===== src/hdl/cs1bce_pkg.sv =====
package cs1bce_pkg;

    // block geometry
    localparam int DATA_BITS    = 184;
    localparam int PARITY_BITS  = 40;
    localparam int TAIL_BITS    = 4;
    localparam int CODE_IN_BITS = DATA_BITS + PARITY_BITS + TAIL_BITS;
    localparam int OUT_BYTES    = 57;
    localparam int BYTE_BITS    = 8;

    // widths
    localparam int POS_W   = $clog2(CODE_IN_BITS);
    localparam int ROW_W   = $clog2(OUT_BYTES);
    localparam int BCNT_W  = $clog2(BYTE_BITS + 1);

    // code generators and parity polynomial
    localparam logic [4:0]             POLY_A      = 5'h19;
    localparam logic [4:0]             POLY_B      = 5'h1b;
    localparam logic [PARITY_BITS-1:0] PARITY_POLY = 40'h80_0482_0009;

    // read request from the interleave reader to the coded-bit store
    typedef struct packed {
        logic             en;
        logic [POS_W-1:0] addr;
    } rd_req_t;

endpackage


===== src/hdl/cs1bce_ram.sv =====
module cs1bce_ram #(
    parameter int WIDTH = 1,
    parameter int DEPTH = 228
) (
    input  logic                     clk,
    input  logic                     we,
    input  logic [$clog2(DEPTH)-1:0] waddr,
    input  logic [WIDTH-1:0]         wdata,
    input  logic                     re,
    input  logic [$clog2(DEPTH)-1:0] raddr,
    output logic [WIDTH-1:0]         rdata
);

    logic [WIDTH-1:0] mem [DEPTH];
    logic [WIDTH-1:0] rdata_reg;

    always_ff @(posedge clk)
    begin
        if (we)
        begin
            mem[waddr] <= wdata;
        end
        if (re)
        begin
            rdata_reg <= mem[raddr];
        end
    end

    assign rdata = rdata_reg;

endmodule


===== src/hdl/cs1bce_emit.sv =====
module cs1bce_emit (
    input  logic                   clk,
    input  logic                   rst_n,
    input  logic                   start,
    input  logic [1:0]             ram_q,
    output cs1bce_pkg::rd_req_t    rd_req,
    output logic                   busy,
    output logic                   coded_valid,
    input  logic                   coded_stall,
    output logic [7:0]             coded_byte,
    output logic                   last_byte
);

    localparam logic [cs1bce_pkg::ROW_W-1:0] ROW_LAST =
        cs1bce_pkg::ROW_W'(cs1bce_pkg::OUT_BYTES - 1);
    localparam logic [cs1bce_pkg::BCNT_W-1:0] BCNT_FULL =
        cs1bce_pkg::BCNT_W'(cs1bce_pkg::BYTE_BITS);

    // output position p = 2q + ph, q = 57*a + r; interleave source is
    // coded bit 8*r + {~ph, a}
    logic                            busy_reg, busy_next;
    logic                            ph_reg, ph_next;
    logic [cs1bce_pkg::ROW_W-1:0]    r_reg, r_next;
    logic [1:0]                      a_reg, a_next;
    logic [cs1bce_pkg::BCNT_W-1:0]   iss_reg, iss_next;
    logic [cs1bce_pkg::BCNT_W-1:0]   gat_reg, gat_next;
    logic                            sel_reg, sel_next;
    logic                            rdv_reg, rdv_next;
    logic [7:0]                      asm_reg, asm_next;
    logic [cs1bce_pkg::ROW_W-1:0]    j_reg, j_next;
    logic                            outv_reg, outv_next;
    logic [7:0]                      byte_reg, byte_next;
    logic                            last_reg, last_next;

    logic issue;
    logic load;
    logic rd_bit;

    assign issue  = busy_reg && (iss_reg != BCNT_FULL);
    assign load   = busy_reg && (gat_reg == BCNT_FULL) && (!outv_reg || !coded_stall);
    assign rd_bit = sel_reg ? ram_q[1] : ram_q[0];

    assign rd_req.en   = issue;
    assign rd_req.addr = {r_reg, ~ph_reg, a_reg[1]};

    // reader sequencing and byte assembly
    always_comb
    begin
        busy_next = busy_reg;
        ph_next   = ph_reg;
        r_next    = r_reg;
        a_next    = a_reg;
        iss_next  = iss_reg;
        gat_next  = gat_reg;
        sel_next  = a_reg[0];
        rdv_next  = issue;
        asm_next  = asm_reg;
        j_next    = j_reg;
        outv_next = outv_reg;
        byte_next = byte_reg;
        last_next = last_reg;

        if (start)
        begin
            busy_next = 1'b1;
        end

        // walk the interleave pattern one bit per read
        if (issue)
        begin
            iss_next = iss_reg + 1'b1;
            if (ph_reg)
            begin
                ph_next = 1'b0;
                if (r_reg == ROW_LAST)
                begin
                    r_next = '0;
                    a_next = a_reg + 1'b1;
                end
                else
                begin
                    r_next = r_reg + 1'b1;
                end
            end
            else
            begin
                ph_next = 1'b1;
            end
        end

        // first bit read ends up in bit 0
        if (rdv_reg)
        begin
            asm_next = {rd_bit, asm_reg[7:1]};
            gat_next = gat_reg + 1'b1;
        end

        // output register
        if (load)
        begin
            outv_next = 1'b1;
            byte_next = asm_reg;
            last_next = (j_reg == ROW_LAST);
            gat_next  = '0;
            iss_next  = '0;
            if (j_reg == ROW_LAST)
            begin
                j_next    = '0;
                busy_next = 1'b0;
            end
            else
            begin
                j_next = j_reg + 1'b1;
            end
        end
        else if (outv_reg && !coded_stall)
        begin
            outv_next = 1'b0;
        end
    end

    always_ff @(posedge clk or negedge rst_n)
    begin
        if (!rst_n)
        begin
            busy_reg <= 1'b0;
            ph_reg   <= 1'b0;
            r_reg    <= '0;
            a_reg    <= '0;
            iss_reg  <= '0;
            gat_reg  <= '0;
            rdv_reg  <= 1'b0;
            j_reg    <= '0;
            outv_reg <= 1'b0;
        end
        else
        begin
            busy_reg <= busy_next;
            ph_reg   <= ph_next;
            r_reg    <= r_next;
            a_reg    <= a_next;
            iss_reg  <= iss_next;
            gat_reg  <= gat_next;
            rdv_reg  <= rdv_next;
            j_reg    <= j_next;
            outv_reg <= outv_next;
        end
    end

    // payload, no reset
    always_ff @(posedge clk)
    begin
        sel_reg  <= sel_next;
        asm_reg  <= asm_next;
        byte_reg <= byte_next;
        last_reg <= last_next;
    end

    assign busy        = busy_reg;
    assign coded_valid = outv_reg;
    assign coded_byte  = byte_reg;
    assign last_byte   = last_reg;

endmodule


===== src/hdl/cs1_block_channel_encoder.sv =====
// CS-1 block channel encoder. Feed 23 payload bytes per block (bits used LSB
// first); after the 23rd byte the block emits 57 interleaved coded bytes,
// the last one flagged by last_byte. A single bit-serial engine (40-bit
// parity register plus K=5 rate-1/2 convolutional coder) takes one bit per
// cycle, so each data byte holds data_stall high while its bits are fed to
// the coder after it is taken; no new byte is accepted before then. The 23rd
// byte also runs the 40 parity and 4 tail bits, then the interleaver reads
// the 228 x 2 coded-bit RAM one bit per cycle, pausing after every eight
// bits until the assembled byte can be loaded into the output register
// (held off by coded_stall). Input is stalled until the last coded byte
// sits in the output register. The coded-bit RAM needs no clearing after
// reset: every entry is rewritten before it is read.
module cs1_block_channel_encoder (
    input  logic       clk,
    input  logic       rst_n,
    input  logic       data_valid,
    output logic       data_stall,
    input  logic [7:0] data_byte,
    output logic       coded_valid,
    input  logic       coded_stall,
    output logic [7:0] coded_byte,
    output logic       last_byte
);

    localparam int POS_W = cs1bce_pkg::POS_W;
    localparam int PAR_W = cs1bce_pkg::PARITY_BITS;

    localparam logic [POS_W-1:0] DATA_LAST = POS_W'(cs1bce_pkg::DATA_BITS - 1);
    localparam logic [POS_W-1:0] PAR_LAST  =
        POS_W'(cs1bce_pkg::DATA_BITS + cs1bce_pkg::PARITY_BITS - 1);
    localparam logic [POS_W-1:0] TAIL_LAST = POS_W'(cs1bce_pkg::CODE_IN_BITS - 1);
    localparam logic [POS_W-1:0] PAR_BASE  = POS_W'(cs1bce_pkg::DATA_BITS);

    // sequencer states
    localparam logic [2:0] ST_IDLE = 3'd0;
    localparam logic [2:0] ST_DATA = 3'd1;
    localparam logic [2:0] ST_PAR  = 3'd2;
    localparam logic [2:0] ST_TAIL = 3'd3;
    localparam logic [2:0] ST_EMIT = 3'd4;

    logic [2:0]        state_reg, state_next;
    logic [POS_W-1:0]  m_reg, m_next;
    logic [7:0]        shift_reg, shift_next;
    logic [PAR_W-1:0]  par_reg, par_next;
    logic [3:0]        hist_reg, hist_next;

    logic              accept;
    logic              active;
    logic              cur_bit;
    logic [POS_W-1:0]  par_pos;
    logic [5:0]        par_idx;
    logic [4:0]        enc_st;
    logic [1:0]        enc_out;
    logic [PAR_W-1:0]  par_shift;
    logic              start;
    logic              emit_busy;
    logic [1:0]        ram_q;

    cs1bce_pkg::rd_req_t rd_req;

    assign data_stall = (state_reg != ST_IDLE);
    assign accept     = data_valid && !data_stall;
    assign active     = (state_reg == ST_DATA) || (state_reg == ST_PAR)
                        || (state_reg == ST_TAIL);

    // parity bits: register bytes MSB byte first, LSB first within a byte
    assign par_pos = m_reg - PAR_BASE;
    assign par_idx = {3'd4 - par_pos[5:3], par_pos[2:0]};

    always_comb
    begin
        unique case (state_reg)
            ST_DATA: cur_bit = shift_reg[0];
            ST_PAR:  cur_bit = par_reg[par_idx];
            default: cur_bit = 1'b0;
        endcase
    end

    // convolutional coder: bit 0 -> coded 2m, bit 1 -> coded 2m+1
    assign enc_st     = {hist_reg, cur_bit};
    assign enc_out[0] = ^(enc_st & cs1bce_pkg::POLY_A);
    assign enc_out[1] = ^(enc_st & cs1bce_pkg::POLY_B);

    // parity register shift with feedback on bit 39
    assign par_shift = {par_reg[PAR_W-2:0], cur_bit};

    assign start = (state_reg == ST_TAIL) && (m_reg == TAIL_LAST);

    // sequencer
    always_comb
    begin
        state_next = state_reg;
        m_next     = m_reg;
        shift_next = shift_reg;
        par_next   = par_reg;
        hist_next  = hist_reg;

        if (active)
        begin
            hist_next = enc_st[3:0];
            m_next    = m_reg + 1'b1;
        end

        unique case (state_reg)
            ST_IDLE:
            begin
                if (accept)
                begin
                    shift_next = data_byte;
                    state_next = ST_DATA;
                end
            end
            ST_DATA:
            begin
                shift_next = {1'b0, shift_reg[7:1]};
                par_next   = par_shift[PAR_W-1] ? (par_shift ^ cs1bce_pkg::PARITY_POLY)
                                                : par_shift;
                if (m_reg[2:0] == 3'd7)
                begin
                    state_next = (m_reg == DATA_LAST) ? ST_PAR : ST_IDLE;
                end
            end
            ST_PAR:
            begin
                if (m_reg == PAR_LAST)
                begin
                    state_next = ST_TAIL;
                end
            end
            ST_TAIL:
            begin
                if (m_reg == TAIL_LAST)
                begin
                    m_next     = '0;
                    par_next   = '0;
                    hist_next  = '0;
                    state_next = ST_EMIT;
                end
            end
            ST_EMIT:
            begin
                if (!emit_busy)
                begin
                    state_next = ST_IDLE;
                end
            end
            default:
            begin
                state_next = ST_IDLE;
            end
        endcase
    end

    always_ff @(posedge clk or negedge rst_n)
    begin
        if (!rst_n)
        begin
            state_reg <= ST_IDLE;
            m_reg     <= '0;
            par_reg   <= '0;
            hist_reg  <= '0;
        end
        else
        begin
            state_reg <= state_next;
            m_reg     <= m_next;
            par_reg   <= par_next;
            hist_reg  <= hist_next;
        end
    end

    always_ff @(posedge clk)
    begin
        shift_reg <= shift_next;
    end

    // coded-bit store, one pair per coder input bit
    cs1bce_ram #(
        .WIDTH(2),
        .DEPTH(cs1bce_pkg::CODE_IN_BITS)
    ) u_store (
        .clk   (clk),
        .we    (active),
        .waddr (m_reg),
        .wdata (enc_out),
        .re    (rd_req.en),
        .raddr (rd_req.addr),
        .rdata (ram_q)
    );

    // interleave reader and output register
    cs1bce_emit u_emit (
        .clk         (clk),
        .rst_n       (rst_n),
        .start       (start),
        .ram_q       (ram_q),
        .rd_req      (rd_req),
        .busy        (emit_busy),
        .coded_valid (coded_valid),
        .coded_stall (coded_stall),
        .coded_byte  (coded_byte),
        .last_byte   (last_byte)
    );

`ifndef NO_ASSERTIONS
    // store is never written while the reader walks it
    a_no_rw_overlap: assert property (@(posedge clk) disable iff (!rst_n)
        !(active && rd_req.en))
        else $error("coded-bit store written during interleave read");

    // waiting for a payload byte only on a byte boundary
    a_idle_aligned: assert property (@(posedge clk) disable iff (!rst_n)
        (state_reg == ST_IDLE) |-> (m_reg[2:0] == 3'd0))
        else $error("bit position not byte aligned in idle");

    // tail bits flush the coder history before emitting
    a_tail_flush: assert property (@(posedge clk) disable iff (!rst_n)
        (state_reg == ST_EMIT) |-> (hist_reg == 4'd0))
        else $error("coder history not flushed at end of block");

    // reader is started only when free, and is busy right after
    a_start_free: assert property (@(posedge clk) disable iff (!rst_n)
        start |-> (!emit_busy ##1 emit_busy))
        else $error("interleave reader start while busy");
`endif

endmodule

===== config.mk =====
export PLATFORM = sky130hd
export DESIGN_NAME = cs1_block_channel_encoder
export DESIGN_NICKNAME = d
export VERILOG_FILES = /design/src/hdl/cs1bce_pkg.sv /design/src/hdl/cs1bce_ram.sv /design/src/hdl/cs1bce_emit.sv /design/src/hdl/cs1_block_channel_encoder.sv
export SDC_FILE = /design/constraint.sdc
export NUM_CORES = 1
export LEC_CHECK = 0
export BUFFER_PORTS_ARGS = -buffer_cell sky130_fd_sc_hd__buf_2
export CAP_MARGIN = 10
export CORE_AREA = 2 2 235 237
export DETAILED_ROUTE_END_ITERATION = 6
export DIE_AREA = 0 0 237 239
export PLACE_DENSITY = 0.62
export REMOVE_ABC_BUFFERS = 1
export SLEW_MARGIN = 5
export SYNTH_ARGS = -nofsm -noshare
export SYNTH_HDL_FRONTEND = slang
export SYNTH_SLANG_ARGS = --single-unit

===== constraint.sdc =====
create_clock -name clk -period 40.7 [get_ports clk]
set_clock_uncertainty 0.15 [all_clocks]
set_input_delay 6.105 -clock clk [delete_from_list [all_inputs] [get_ports clk]]
set_output_delay 6.105 -clock clk [all_outputs]
set_load 0.02 [all_outputs]

==> results.tsv, run 1 <==
stage	metric	value	unit
sta	Final Hold Violating Endpoints	0	
clock_network	Worst-path clk slew	60	ps
setup_path	Arr. time, crit path	1770	ps
pwr	Max IR drop VDD	0.192	mV
grt	Total GRT Usage	0.200	
routing	DR DRC count	0	
setup_path	Crit. End Element	output pin	
place	Inst Count DP	2222	
clock_network	post-CTS resize count	0	
layout	Non-Filler Instances	2323	
sta	Final Slew Violations	0	
yosys	Post-synth ARST share	0.142	
yosys	Netlist cell types	71	
pwr	pwr dens	70.8	mW/mm^2
yosys	ys flop type	edfxtp_1	
sta	Least-Margin Pin Slew	1080	ps
layout	NumNets Final	1602	
setup_path	Worst setup SP type	flop	
setup_path	Largest stage delay, worst path	520	ps
floorplan	Core Area	0.0543	sq mm
yosys	Post-synth EDFFs	483	
layout	ant diodes	0	
layout	utilization after layout	0.485	
layout	max reg flops	456	
yosys	Yosys reg bits	564	
clock_network	clock latency on the worst-skew pair	620	ps
routing	antenna-violating nets left	0	
clock_network	Root Driver	clkbuf_16	
routing	vias post-DR	13419	
setup_path	cell family with the largest share of critical-path delay	flip-flops	
routing	Routed WL	55700	microns
setup_path	Critical Path RT	34440	ps
setup_path	CP cell instances	or3_1 -> buf_2	
clock_network	TritonCTS clock tree	built	
setup_path	Max Fanout on Critical Path	15	
layout	Area Overhead vs Synth	9.69	%
place	Port-buffer cells	22	
grt	vias in the first global route	13668	
floorplan	Site Rows	86	
pwr	Lkg Pwr	8.46	nW
sta	Peak Freq	125	MHz
sta	Tcrit/Tclk final	0.197	
sta	post-layout minimum cycle time	8020	ps
routing	First-pass DRT Iterations	5	
sta	max_slew headroom	0.280	
place	DP Wirelength	32600	microns
clock_network	clock buffers created by TritonCTS	56	
hold_path	hold path cells	0	
floorplan	die height	239	microns
routing	DR vias/cell	5.78	
hold_path	WHS Endpoint	u_emit.coded_byte[0]	
grt	initial antenna violation count	0	
hold_path	HP Class	reg2reg	
grt	first-pass GRT wire length	84500	microns
layout	layout cells sized above 1	0.139	
clock_network	clk sink count	564	
hold_path	hold path startpoint	u_emit.asm_reg[0]	
routing	Iteration-0 DRC Markers	1421	
sta	Final setup viols	0	
floorplan	initial core utilization	0.442	
sta	setup TNS after final layout	0	ps
yosys	Post-Syn Instances	1574	
yosys	synthesized area	0.0240	sq mm
outcome	status	finished clean	
yosys	Synth Warn #	0	
setup_path	crit path buf inv count	1	
flow_run	Max Cap Violations	0	
place	RePlAce Congestion	0.784	
clock_network	postcts setup bufs	0	
clock_network	H-tree depth	2	
clock_network	cts hold-fix bufs	0	
setup_path	Register-to-Register Path Depth	7	
setup_path	CP max stage cell	dfrtp_1	
setup_path	kind of critical path	reg2out	
setup_path	reg2reg start	m_reg[0]	
yosys	sequential-to-total area share from yosys stat	0.688	
setup_path	setup slack, reg-to-reg	35260	ps
floorplan	IO Count	23	
sta	RSZ-0062 raised after global routing	no	
setup_path	RR Endpoint	u_store.mem[72][0]	
clock_network	Longest Clk Path Bufs	3	
grt	grt total ovfl	0	
floorplan	die area	0.0566	sq mm
routing	Wirelength per Cell	24.0	microns
grt	largest net degree at the start of global routing	229	
floorplan	Die X	237	microns
yosys	Mapped Avg Cell Area	15.3	sq um
==> how the worst max path moves through the flow <==
stage	start	endpoint	slack, ps	cells after the start
finish	state_reg[2]	data_stall	32680	2
global route	state_reg[2]	data_stall	32600	2
CTS	state_reg[2]	data_stall	32630	2
detailed placement	coded_stall	u_emit.j_reg[5]	32980	7
global placement	coded_stall	u_emit.j_reg[5]	33000	7
floorplan	m_reg[0]	u_store.mem[0][1]	25990	6
==> stage by stage <==
step	hold WS, ps	setup slack, ps	power, mW	area (sq um)
2_1_floorplan	235	25990	1.28	23300
3_3_place_gp	259	33000	1.38	24600
3_5_place_dp	255	32980	1.39	24600
4_1_cts	269	32630	1.88	26300
5_1_grt	273	32600	1.95	26300
6_report	268	32680	1.86	26300
==> where the power goes <==
part           internal, mW  leakage [nW]  switching [mW]
Combinational        0.0705          2.15           0.339
Clock                 0.282         0.839           0.209
Sequential            0.931          5.46          0.0339
Total                  1.28          8.46           0.582
==> synth_stat cells (4+ instances only) <==
master / count / area [sq um]
edfxtp_1: 483 / 14500
buf_1: 4 / 15.0
o221ai_1: 7 / 61.3
and2_1: 4 / 25.0
xnor2_1: 12 / 105
a31oi_1: 5 / 31.3
nand4_1: 6 / 37.5
mux4_2: 78 / 1760
ha_1: 14 / 175
a221oi_1: 10 / 87.6
a211oi_1: 7 / 52.6
o22ai_1: 8 / 50.1
mux4_1: 28 / 736
buf_2: 18 / 90.1
buf_4: 6 / 45.0
o31ai_1: 5 / 37.5
nand3b_1: 5 / 37.5
inv_1: 18 / 67.6
nor2_1: 258 / 968
o21ai_0: 51 / 255
buf_6: 4 / 45.0
buf_12: 10 / 200
nand2_1: 160 / 601
o21ai_1: 5 / 25.0
nor3_1: 8 / 40.0
nand3_1: 30 / 150
clkbuf_1: 63 / 236
a21oi_1: 35 / 175
nor2b_1: 12 / 75.1
dfrtp_1: 80 / 2000
xor2_1: 10 / 87.6
or3_1: 7 / 43.8
mux2i_1: 57 / 571
mux2_2: 9 / 101
==> cell families after synthesis <==
group | Yosys count | share of synthesized area
AOI/OAI and AO/OA | 171 | 0.0474
adders and majority gates | 14 | 0.00729
xor gates and xnor gates | 23 | 0.00870
DFF | 564 | 0.688
muxes | 172 | 0.132
buffers and inverters | 129 | 0.0312
and+or+nand+nor | 501 | 0.0856
==> worst reg2reg max path, cell delays in order, from the launching register on <==
cell and delay [ps]:
dfrtp_1 830, mux4_1 670, mux4_2 520, a21oi_2 210
a211oi_4 90, xnor2_4 770, buf_4 790, buf_4 930
==> area by class of cell <==
type / count / area [sq um]
flip-flops and latches: 564 / 16500
clock buffers: 84 / 1600
clock inverters: 17 / 123
repair buffers: 52 / 350
multi-input cells: 881 / 6780
fillers: 4569 / 28000
well taps: 704 / 881
inverters: 21 / 78.8
==> layer usage <==
| layer | wire, microns | track usage |
|---|---|---|
| met5 | 0 | 0 |
| met4 | 1400 | 0.0625 |
| met3 | 3870 | 0.0420 |
| met2 | 26700 | 0.322 |
| met1 | 23800 | 0.274 |
==> layout by cell type, fill, tap and decap left out, types with 4 or more instances in the layout <==
cell         n
nor2_1     258
mux4_1      28
a211oi_1     7
or3_1        7
mux2_2       9
mux2i_1     57
a31oi_1      5
clkbuf_8     5
o22ai_1      8
clkbuf_1    21
nand3b_1     5
nor3_1       8
a21oi_1     35
clkbuf_16   58
buf_2       21
o21ai_0     51
a221oi_1    10
dfrtp_1     78
and2_1       4
clkinv_2     5
o31ai_1      5
clkinv_1    12
xnor2_1     12
o221ai_1     7
inv_1       18
o21ai_1      5
nor2b_1     12
buf_4       30
nand3_1     30
ha_1        14
nand2_1    160
mux4_2      78
nand4_1      6
edfxtp_1   483
xor2_1       9
Power figures use the tool's default switching activity.
==> run 2: changes to the inputs <==
--- a/config.mk
+++ b/config.mk
@@ -10,7 +10,7 @@
 export CORE_AREA = 2 2 235 237
 export DETAILED_ROUTE_END_ITERATION = 6
 export DIE_AREA = 0 0 237 239
-export PLACE_DENSITY = 0.62
+export PLACE_DENSITY = 0.65
 export REMOVE_ABC_BUFFERS = 1
 export SLEW_MARGIN = 5
 export SYNTH_ARGS = -nofsm -noshare
==> constraint.sdc (replaced) <==
create_clock -name clk -period 7.3 [get_ports clk]
set_clock_uncertainty 0.15 [all_clocks]
set_input_delay 1.095 -clock clk [delete_from_list [all_inputs] [get_ports clk]]
set_output_delay 1.095 -clock clk [all_outputs]
set_load 0.02 [all_outputs]
==> run 2 against run 1 <==
Critical endpoint is now u_store.mem[181][1]; setup slack worse by 30000 ps; largest power group unchanged; sequential power grew to 5.6 times the previous value; largest cell class unchanged; combinational power rose to 5.6 times the previous value; total power grew to 5.7 times the previous value; die area unchanged.
==> results.tsv, run 2 (synthesized netlist as in run 1, its figures left out) <==
stage	metric	value	unit	change
outcome	status	finished clean		
clock_network	TritonCTS clock tree	built		
clock_network	Longest Clk Path Bufs	3		unchanged
place	DP Wirelength	31900	microns	-2.3%
pwr	Clock power frac	0.282		+0.019
routing	vias post-DR	13496		+0.57%
layout	Final Cell Area	0.0265	sq mm	+0.70%
setup_path	cell family with the largest share of critical-path delay	buffers and inverters		
sta	Final Slew Violations	0		unchanged
pwr	Lkg Pwr	8.52	nW	+0.72%
clock_network	clock buffers created by TritonCTS	56		unchanged
routing	DR vias/cell	5.82		+0.79%
pwr	cell-internal power	7.38	mW	+480%
sta	Final setup viols	0		unchanged
grt	initial antenna violation count	1		+1
sta	Tcrit/Tclk final	0.634		
floorplan	die height	239	microns	unchanged
setup_path	Max Fanout on Critical Path	229		+214
flow_run	Max Cap Violations	0		unchanged
floorplan	initial core utilization	0.442		unchanged
layout	NumNets Final	1596		-0.37%
routing	DR DRC count	0		unchanged
setup_path	Crit. End Element	flop		
sta	RSZ-0062 raised after global routing	no		
clock_network	post-CTS resize count	0		unchanged
pwr	Max IR drop VDD	1.02	mV	+430%
floorplan	Die X	237	microns	unchanged
pwr	Flop pwr share	0.503		-0.014
clock_network	cts hold-fix bufs	0		unchanged
clock_network	H-tree depth	2		unchanged
routing	Routed WL	54800	microns	-1.7%
clock_network	Worst-path clk slew	70	ps	about the same
floorplan	IO Count	23		unchanged
grt	grt total ovfl	0		unchanged
setup_path	CP cell instances	mux4_1 -> mux4_2 -> a21oi_2 -> a211oi_4 -> xnor2_4 -> buf_12 -> xor2_4 -> buf_12		
clock_network	clock latency on the worst-skew pair	620	ps	about the same
pwr	logic gate share of total power	0.214		-0.006
sta	Final Hold Violating Endpoints	0		unchanged
layout	layout cells sized above 1	0.147		+0.00787
setup_path	kind of critical path	reg2reg		
routing	Wirelength per Cell	23.6	microns	-1.5%
routing	First-pass DRT Iterations	5		unchanged
place	RePlAce Congestion	0.777		-0.89%
routing	Iteration-0 DRC Markers	1355		-4.6%
layout	ant diodes	0		unchanged
grt	first-pass GRT wire length	83100	microns	-1.7%
setup_path	Critical Path RT	7400	ps	-27040 ps
layout	commonest non-fill, non-tap cell in the layout	edfxtp_1		
sta	post-layout minimum cycle time	4630	ps	
pwr	P_sw	3.31	mW	+470%
clock_network	postcts setup bufs	0		unchanged
pwr	Sw Share	0.310		-0.00230
hold_path	HP Class	in2async		
floorplan	Site Rows	86		unchanged
place	area post-placement	0.0246	sq mm	-0.11%
setup_path	Largest stage delay, worst path	800	ps	+280 ps
layout	max reg flops	456		unchanged
pwr	pwr dens	403	mW/mm^2	+470%
layout	Non-Filler Instances	2318		-0.22%
layout	Area Overhead vs Synth	10.5	%	
place	Port-buffer cells	22		unchanged
grt	vias in the first global route	13617		-0.37%
clock_network	Root Driver	clkbuf_16		
sta	max_slew headroom	0.214		-0.0654
place	Inst Count DP	2215		-0.32%
setup_path	Arr. time, crit path	4730	ps	+2960 ps
floorplan	Core Area	0.0543	sq mm	unchanged
setup_path	CP max stage cell	dfrtp_1		
grt	largest net degree at the start of global routing	230		+0.44%
grt	Total GRT Usage	0.196		-0.00378
sta	Least-Margin Pin Slew	1170	ps	+97.8 ps
setup_path	CP dominant cell by count	buf_12		
sta	Peak Freq	216	MHz	
setup_path	Worst setup SP type	flop		
floorplan	die area	0.0566	sq mm	unchanged
routing	antenna-violating nets left	0		unchanged
setup_path	crit path buf inv count	2		+1
clock_network	clk sink count	564		unchanged
layout	commonest cells after routing, fill and taps aside	edfxtp_1, nor2_1, nand2_1, mux4_2, dfrtp_1		
==> run 2: worst paths after layout <==
path,start,endpoint,slack (ps),depth (start not counted)
worst min register to register,u_emit.asm_reg[0],u_emit.coded_byte[0],270,0
min in group clk,u_emit.asm_reg[0],u_emit.coded_byte[0],270,0
max in group asynchronous,rst_n,u_emit.rdv_reg,5680,2
worst min-delay path,rst_n,state_reg[1],230,1
worst max-delay path,m_reg[0],u_store.mem[181][1],2670,8
worst max register to register,m_reg[0],u_store.mem[181][1],2670,8
==> run 2: layer usage <==
metal	wire length, microns	track usage	vias to the layer above
li1	-	-	5944
met3	4280	0.0329	107
met5	0	0	-
met1	22600	0.264	6868
met2	26200	0.323	577
met4	1720	0.0735	0
==> run 2: stage by stage <==
| stage | utilization | hold slack (ps) | setup TNS (ps) | total power, mW | setup WS, ps |
|---|---|---|---|---|---|
| floorplan | - | 235 | -1689640 | 6.26 | -7410 |
| global placement | 0.453 | 252 | 0 | 7.67 | 2540 |
| detailed placement | 0.453 | 256 | 0 | 7.75 | 2370 |
| CTS | 0.488 | 218 | 0 | 10.8 | 2330 |
| global route | 0.488 | 242 | 0 | 11.1 | 2380 |
| finish | 0.488 | 232 | 0 | 10.7 | 2670 |
==> run 2: worst register-to-register path, cell delays in order (launching register included) <==
cell,delay (ps)
dfrtp_1,800
mux4_1,660
mux4_2,490
a21oi_2,200
a211oi_4,80
xnor2_4,190
buf_12,610
xor2_4,310
buf_12,550
==> run 2: power by group through the flow <==
stage	sequential (mW)	combinational (mW)	clock, mW
after global placement	5.42	2.25	0
after CTS	5.36	2.33	3.07
after detailed placement	5.43	2.32	0
final	5.38	2.29	3.02
after global routing	5.41	2.54	3.18
after floorplan	5.19	1.07	0
==> run 2: cell type report <==
| cell class | count | area [sq um] |
|---|---|---|
| clock buffer | 62 | 1450 |
| clock inverter | 40 | 482 |
| fill | 4473 | 27800 |
| inverter | 21 | 78.8 |
| multi-input combinational | 881 | 6780 |
| sequential | 564 | 16500 |
| tap | 704 | 881 |
| timing repair buffer | 46 | 330 |
==> run 3: changes to the inputs <==
--- a/config.mk
+++ b/config.mk
@@ -5,11 +5,12 @@
 export SDC_FILE = /design/constraint.sdc
 export NUM_CORES = 1
 export LEC_CHECK = 0
+export ABC_AREA = 1
 export BUFFER_PORTS_ARGS = -buffer_cell sky130_fd_sc_hd__buf_2
 export CAP_MARGIN = 10
-export CORE_AREA = 2 2 235 237
+export CORE_AREA = 2 2 237 239
 export DETAILED_ROUTE_END_ITERATION = 6
-export DIE_AREA = 0 0 237 239
+export DIE_AREA = 0 0 239 241
 export PLACE_DENSITY = 0.65
 export REMOVE_ABC_BUFFERS = 1
 export SLEW_MARGIN = 5
==> constraint.sdc (replaced) <==
create_clock -name clk -period 4.1 [get_ports clk]
set_clock_uncertainty 0.15 [all_clocks]
set_input_delay 0.615 -clock clk [delete_from_list [all_inputs] [get_ports clk]]
set_output_delay 0.615 -clock clk [all_outputs]
set_load 0.02 [all_outputs]
==> run 3 against run 2 <==
Final cell count up 33%; first-iteration DRC count up 13%; global-route usage up 0.90 points; synthesized area up 2.4%; via count up 24%; critical path depth up 7; clock power up 72%; die area up 1.7%; synthesized cell count up 49%; routed wire length up 6.5%; combinational power up 67%; critical endpoint is now u_store.mem[71][1].
==> results.tsv, run 3 <==
stage	metric	value	unit	change
setup_path	reg2reg start	m_reg[0]		
place	DP Wirelength	34600	microns	+8.5%
pwr	pwr dens	650	mW/mm^2	+61%
setup_path	crit path buf inv count	3		+1
sta	Peak Freq	293	MHz	+36%
routing	First-pass DRT Iterations	6		+1
clock_network	TritonCTS clock tree	built		
yosys	Post-synth ARST share	0.142		unchanged
yosys	count leader, synth	nor2_1		
yosys	ranking of synthesized cells by area	edfxtp_1, nor2_1, dfrtp_1, nand2_1, o21ai_0		
layout	Area Overhead vs Synth	9.97	%	
grt	vias in the first global route	16704		+23%
yosys	dominant cell type by area after synthesis	edfxtp_1		
setup_path	Largest stage delay, worst path	900	ps	+100 ps
flow_run	Max Cap Violations	0		unchanged
layout	commonest cells after routing, fill and taps aside	nor2_1, edfxtp_1, nand2_1, o21ai_0, inv_1		
layout	Fill cells	4981		+11%
sta	Tcrit/Tclk final	0.832		+0.198
hold_path	hold path startpoint	coded_stall		
layout	NumNets Final	2345		+47%
layout	max reg flops	456		unchanged
floorplan	IO Count	23		unchanged
yosys	Netlist cell types	38		-46%
yosys	Post-synth EDFFs	483		unchanged
setup_path	cell family with the largest share of critical-path delay	simple AND/OR/NAND/NOR gates		
sta	Final Hold Violating Endpoints	0		unchanged
layout	commonest non-fill, non-tap cell in the layout	nor2_1		
place	area post-placement	0.0252	sq mm	+2.3%
place	RePlAce Congestion	0.874		+12%
setup_path	Arr. time, crit path	3700	ps	-1030 ps
floorplan	die area	0.0576	sq mm	+1.7%
sta	Final Slew Violations	0		unchanged
grt	Total GRT Usage	0.205		+0.00900
sta	Setup WS post-layout	687	ps	-1980 ps
routing	DR DRC count	0		unchanged
sta	max_slew headroom	0.332		+0.118
outcome	status	finished clean		
setup_path	crit path launch	m_reg[0]		
setup_path	kind of critical path	reg2reg		
layout	Non-Filler Instances	3072		+33%
setup_path	Max Fanout on Critical Path	67		-71%
yosys	Mapped Avg Cell Area	10.5	sq um	-31%
setup_path	CP dominant cell by count	nand2_1		
place	Port-buffer cells	22		unchanged
floorplan	die height	241	microns	+0.84%
yosys	Synth Warn #	0		unchanged
yosys	sequential-to-total area share from yosys stat	0.672		-0.0161
grt	grt total ovfl	0		unchanged
sta	post-layout minimum cycle time	3410	ps	-1220 ps
pwr	Final Total Pwr	17.6	mW	+64%
layout	layout cells sized above 1	0.0688		-0.0780
sta	Final setup viols	0		unchanged
sta	hold slack	85.3	ps	-147 ps
routing	Routed WL	58400	microns	+6.5%
yosys	ys flop type	edfxtp_1		
clock_network	postcts setup bufs	0		unchanged
clock_network	Root Driver	clkbuf_16		
setup_path	CP max stage cell	dfrtp_1		
floorplan	Site Rows	86		unchanged
layout	Final Cell Area	0.0270	sq mm	+1.9%
floorplan	initial core utilization	0.448		+0.00613
floorplan	Die X	239	microns	+0.84%
routing	vias post-DR	16758		+24%
pwr	Max IR drop VDD	0.645	mV	-37%
grt	largest net degree at the start of global routing	171		-26%
place	pre-CTS WS	745	ps	-1630 ps
sta	setup TNS after final layout	0	ps	unchanged
sta	RSZ-0062 raised after global routing	no		
grt	first-pass GRT wire length	92000	microns	+11%
layout	utilization after layout	0.493		+0.00459
setup_path	Crit. End Element	flop		
pwr	Lkg Pwr	9.70	nW	+14%
clock_network	Longest Clk Path Bufs	3		unchanged
place	Inst Count DP	2962		+34%
setup_path	Worst setup SP type	flop		
floorplan	Core Area	0.0549	sq mm	+0.99%
sta	Least-Margin Pin Slew	1000	ps	-175 ps
clock_network	clk sink count	564		unchanged
setup_path	Critical Path RT	4380	ps	-3020 ps
routing	Wirelength per Cell	19.0	microns	-20%
yosys	Yosys reg bits	564		unchanged
hold_path	HP Class	in2reg		
routing	antenna-violating nets left	0		unchanged
yosys	Synth top area share	0.590		-0.0141
clock_network	clock buffers created by TritonCTS	58		+3.6%
setup_path	CP cell instances	inv_4 -> nand2_1 -> nand2_1 -> nand2_1 -> nand2_1 -> nand2_1 -> nand2_1 -> o21ai_0 -> nand2_1 -> nand2_1 -> nand3_1 -> nand3_1 -> nand2_1 -> inv_6 -> buf_12		
yosys	Post-Syn Instances	2349		+49%
routing	DR vias/cell	5.46		-6.3%
yosys	synth cell count leaders	nor2_1, edfxtp_1, nand2_1, o21ai_0, inv_1		
layout	ant diodes	0		unchanged
clock_network	H-tree depth	2		unchanged
clock_network	clock latency on the worst-skew pair	610	ps	about the same
clock_network	Worst-path clk slew	60	ps	about the same
routing	Iteration-0 DRC Markers	1531		+13%
yosys	synthesized area	0.0246	sq mm	+2.4%
grt	initial antenna violation count	0		-1
## run 3: changes by cell type in the layout (fill, tap and decap cells not counted), moves of 24 or more
| cell | change |
|---|---|
| mux4_1 | -28 |
| nor2_1 | +339 |
| o22ai_1 | +43 |
| o21ai_1 | +24 |
| inv_1 | +119 |
| o211ai_1 | +46 |
| o21ai_0 | +170 |
| mux2i_1 | -57 |
| mux4_2 | -78 |
| nand3_1 | +73 |
| nand2_1 | +181 |
## run 3: worst paths after layout
path | to | slack (ps) | cells after the start
min in group asynchronous | m_reg[0] | 450 | 2
max in group asynchronous | u_emit.gat_reg[2] | 2450 | 3
worst max-delay path | u_store.mem[71][1] | 690 | 15
worst min-delay path | u_emit.coded_valid | 90 | 3
worst min register to register | u_emit.coded_byte[0] | 280 | 0
worst max register to register | u_store.mem[71][1] | 690 | 15
## run 3: logic make-up after synthesis
group | after synthesis | synth area share
AO/OA/AOI/OAI | 390 | 0.0878
XOR/XNOR | 11 | 0.00392
adder cells (fa/ha/maj) | 14 | 0.00712
buffers and inverters | 287 | 0.0538
flip-flops | 564 | 0.672
multiplexers | 1 | 0.000458
AND/OR/NAND/NOR | 1082 | 0.175
## run 3: metal layers
metal,vias to the layer above,part of all wire,track usage
met5,-,0,0
met3,123,0.064,0.0284
met2,581,0.48,0.346
met4,0,0.030,0.0735
met1,8098,0.43,0.273
li1,7956,-,-
## run 3: final cells by class
cell class                 instances  area (sq um)  share of cell area
inverter                         148           571              0.0211
timing repair buffer              49           430              0.0159
multi-input combinational       1498          6750               0.250
tap                              704           881              0.0326
sequential                       564         16500               0.611
clock buffer                      75          1580              0.0583
clock inverter                    34           300              0.0111
## run 3: tightest hold or removal path, stage by stage
cell,delay (ps)
buf_2,80
nand2_1,50
nand2_1,70
## run 3: power by group
group / switching [mW] / total (mW) / internal, mW / leakage, nW
Sequential: 0.207 / 8.55 / 8.35 / 5.44
Combinational: 3.05 / 3.83 / 0.781 / 3.34
Clock: 2.17 / 5.19 / 3.02 / 0.925
## run 3: repair_timing
item,CTS,global route
resized for setup,0,0
hold buffers,1,0
endpoints found under the setup margin,0,0
hold endpoints to repair,50,0
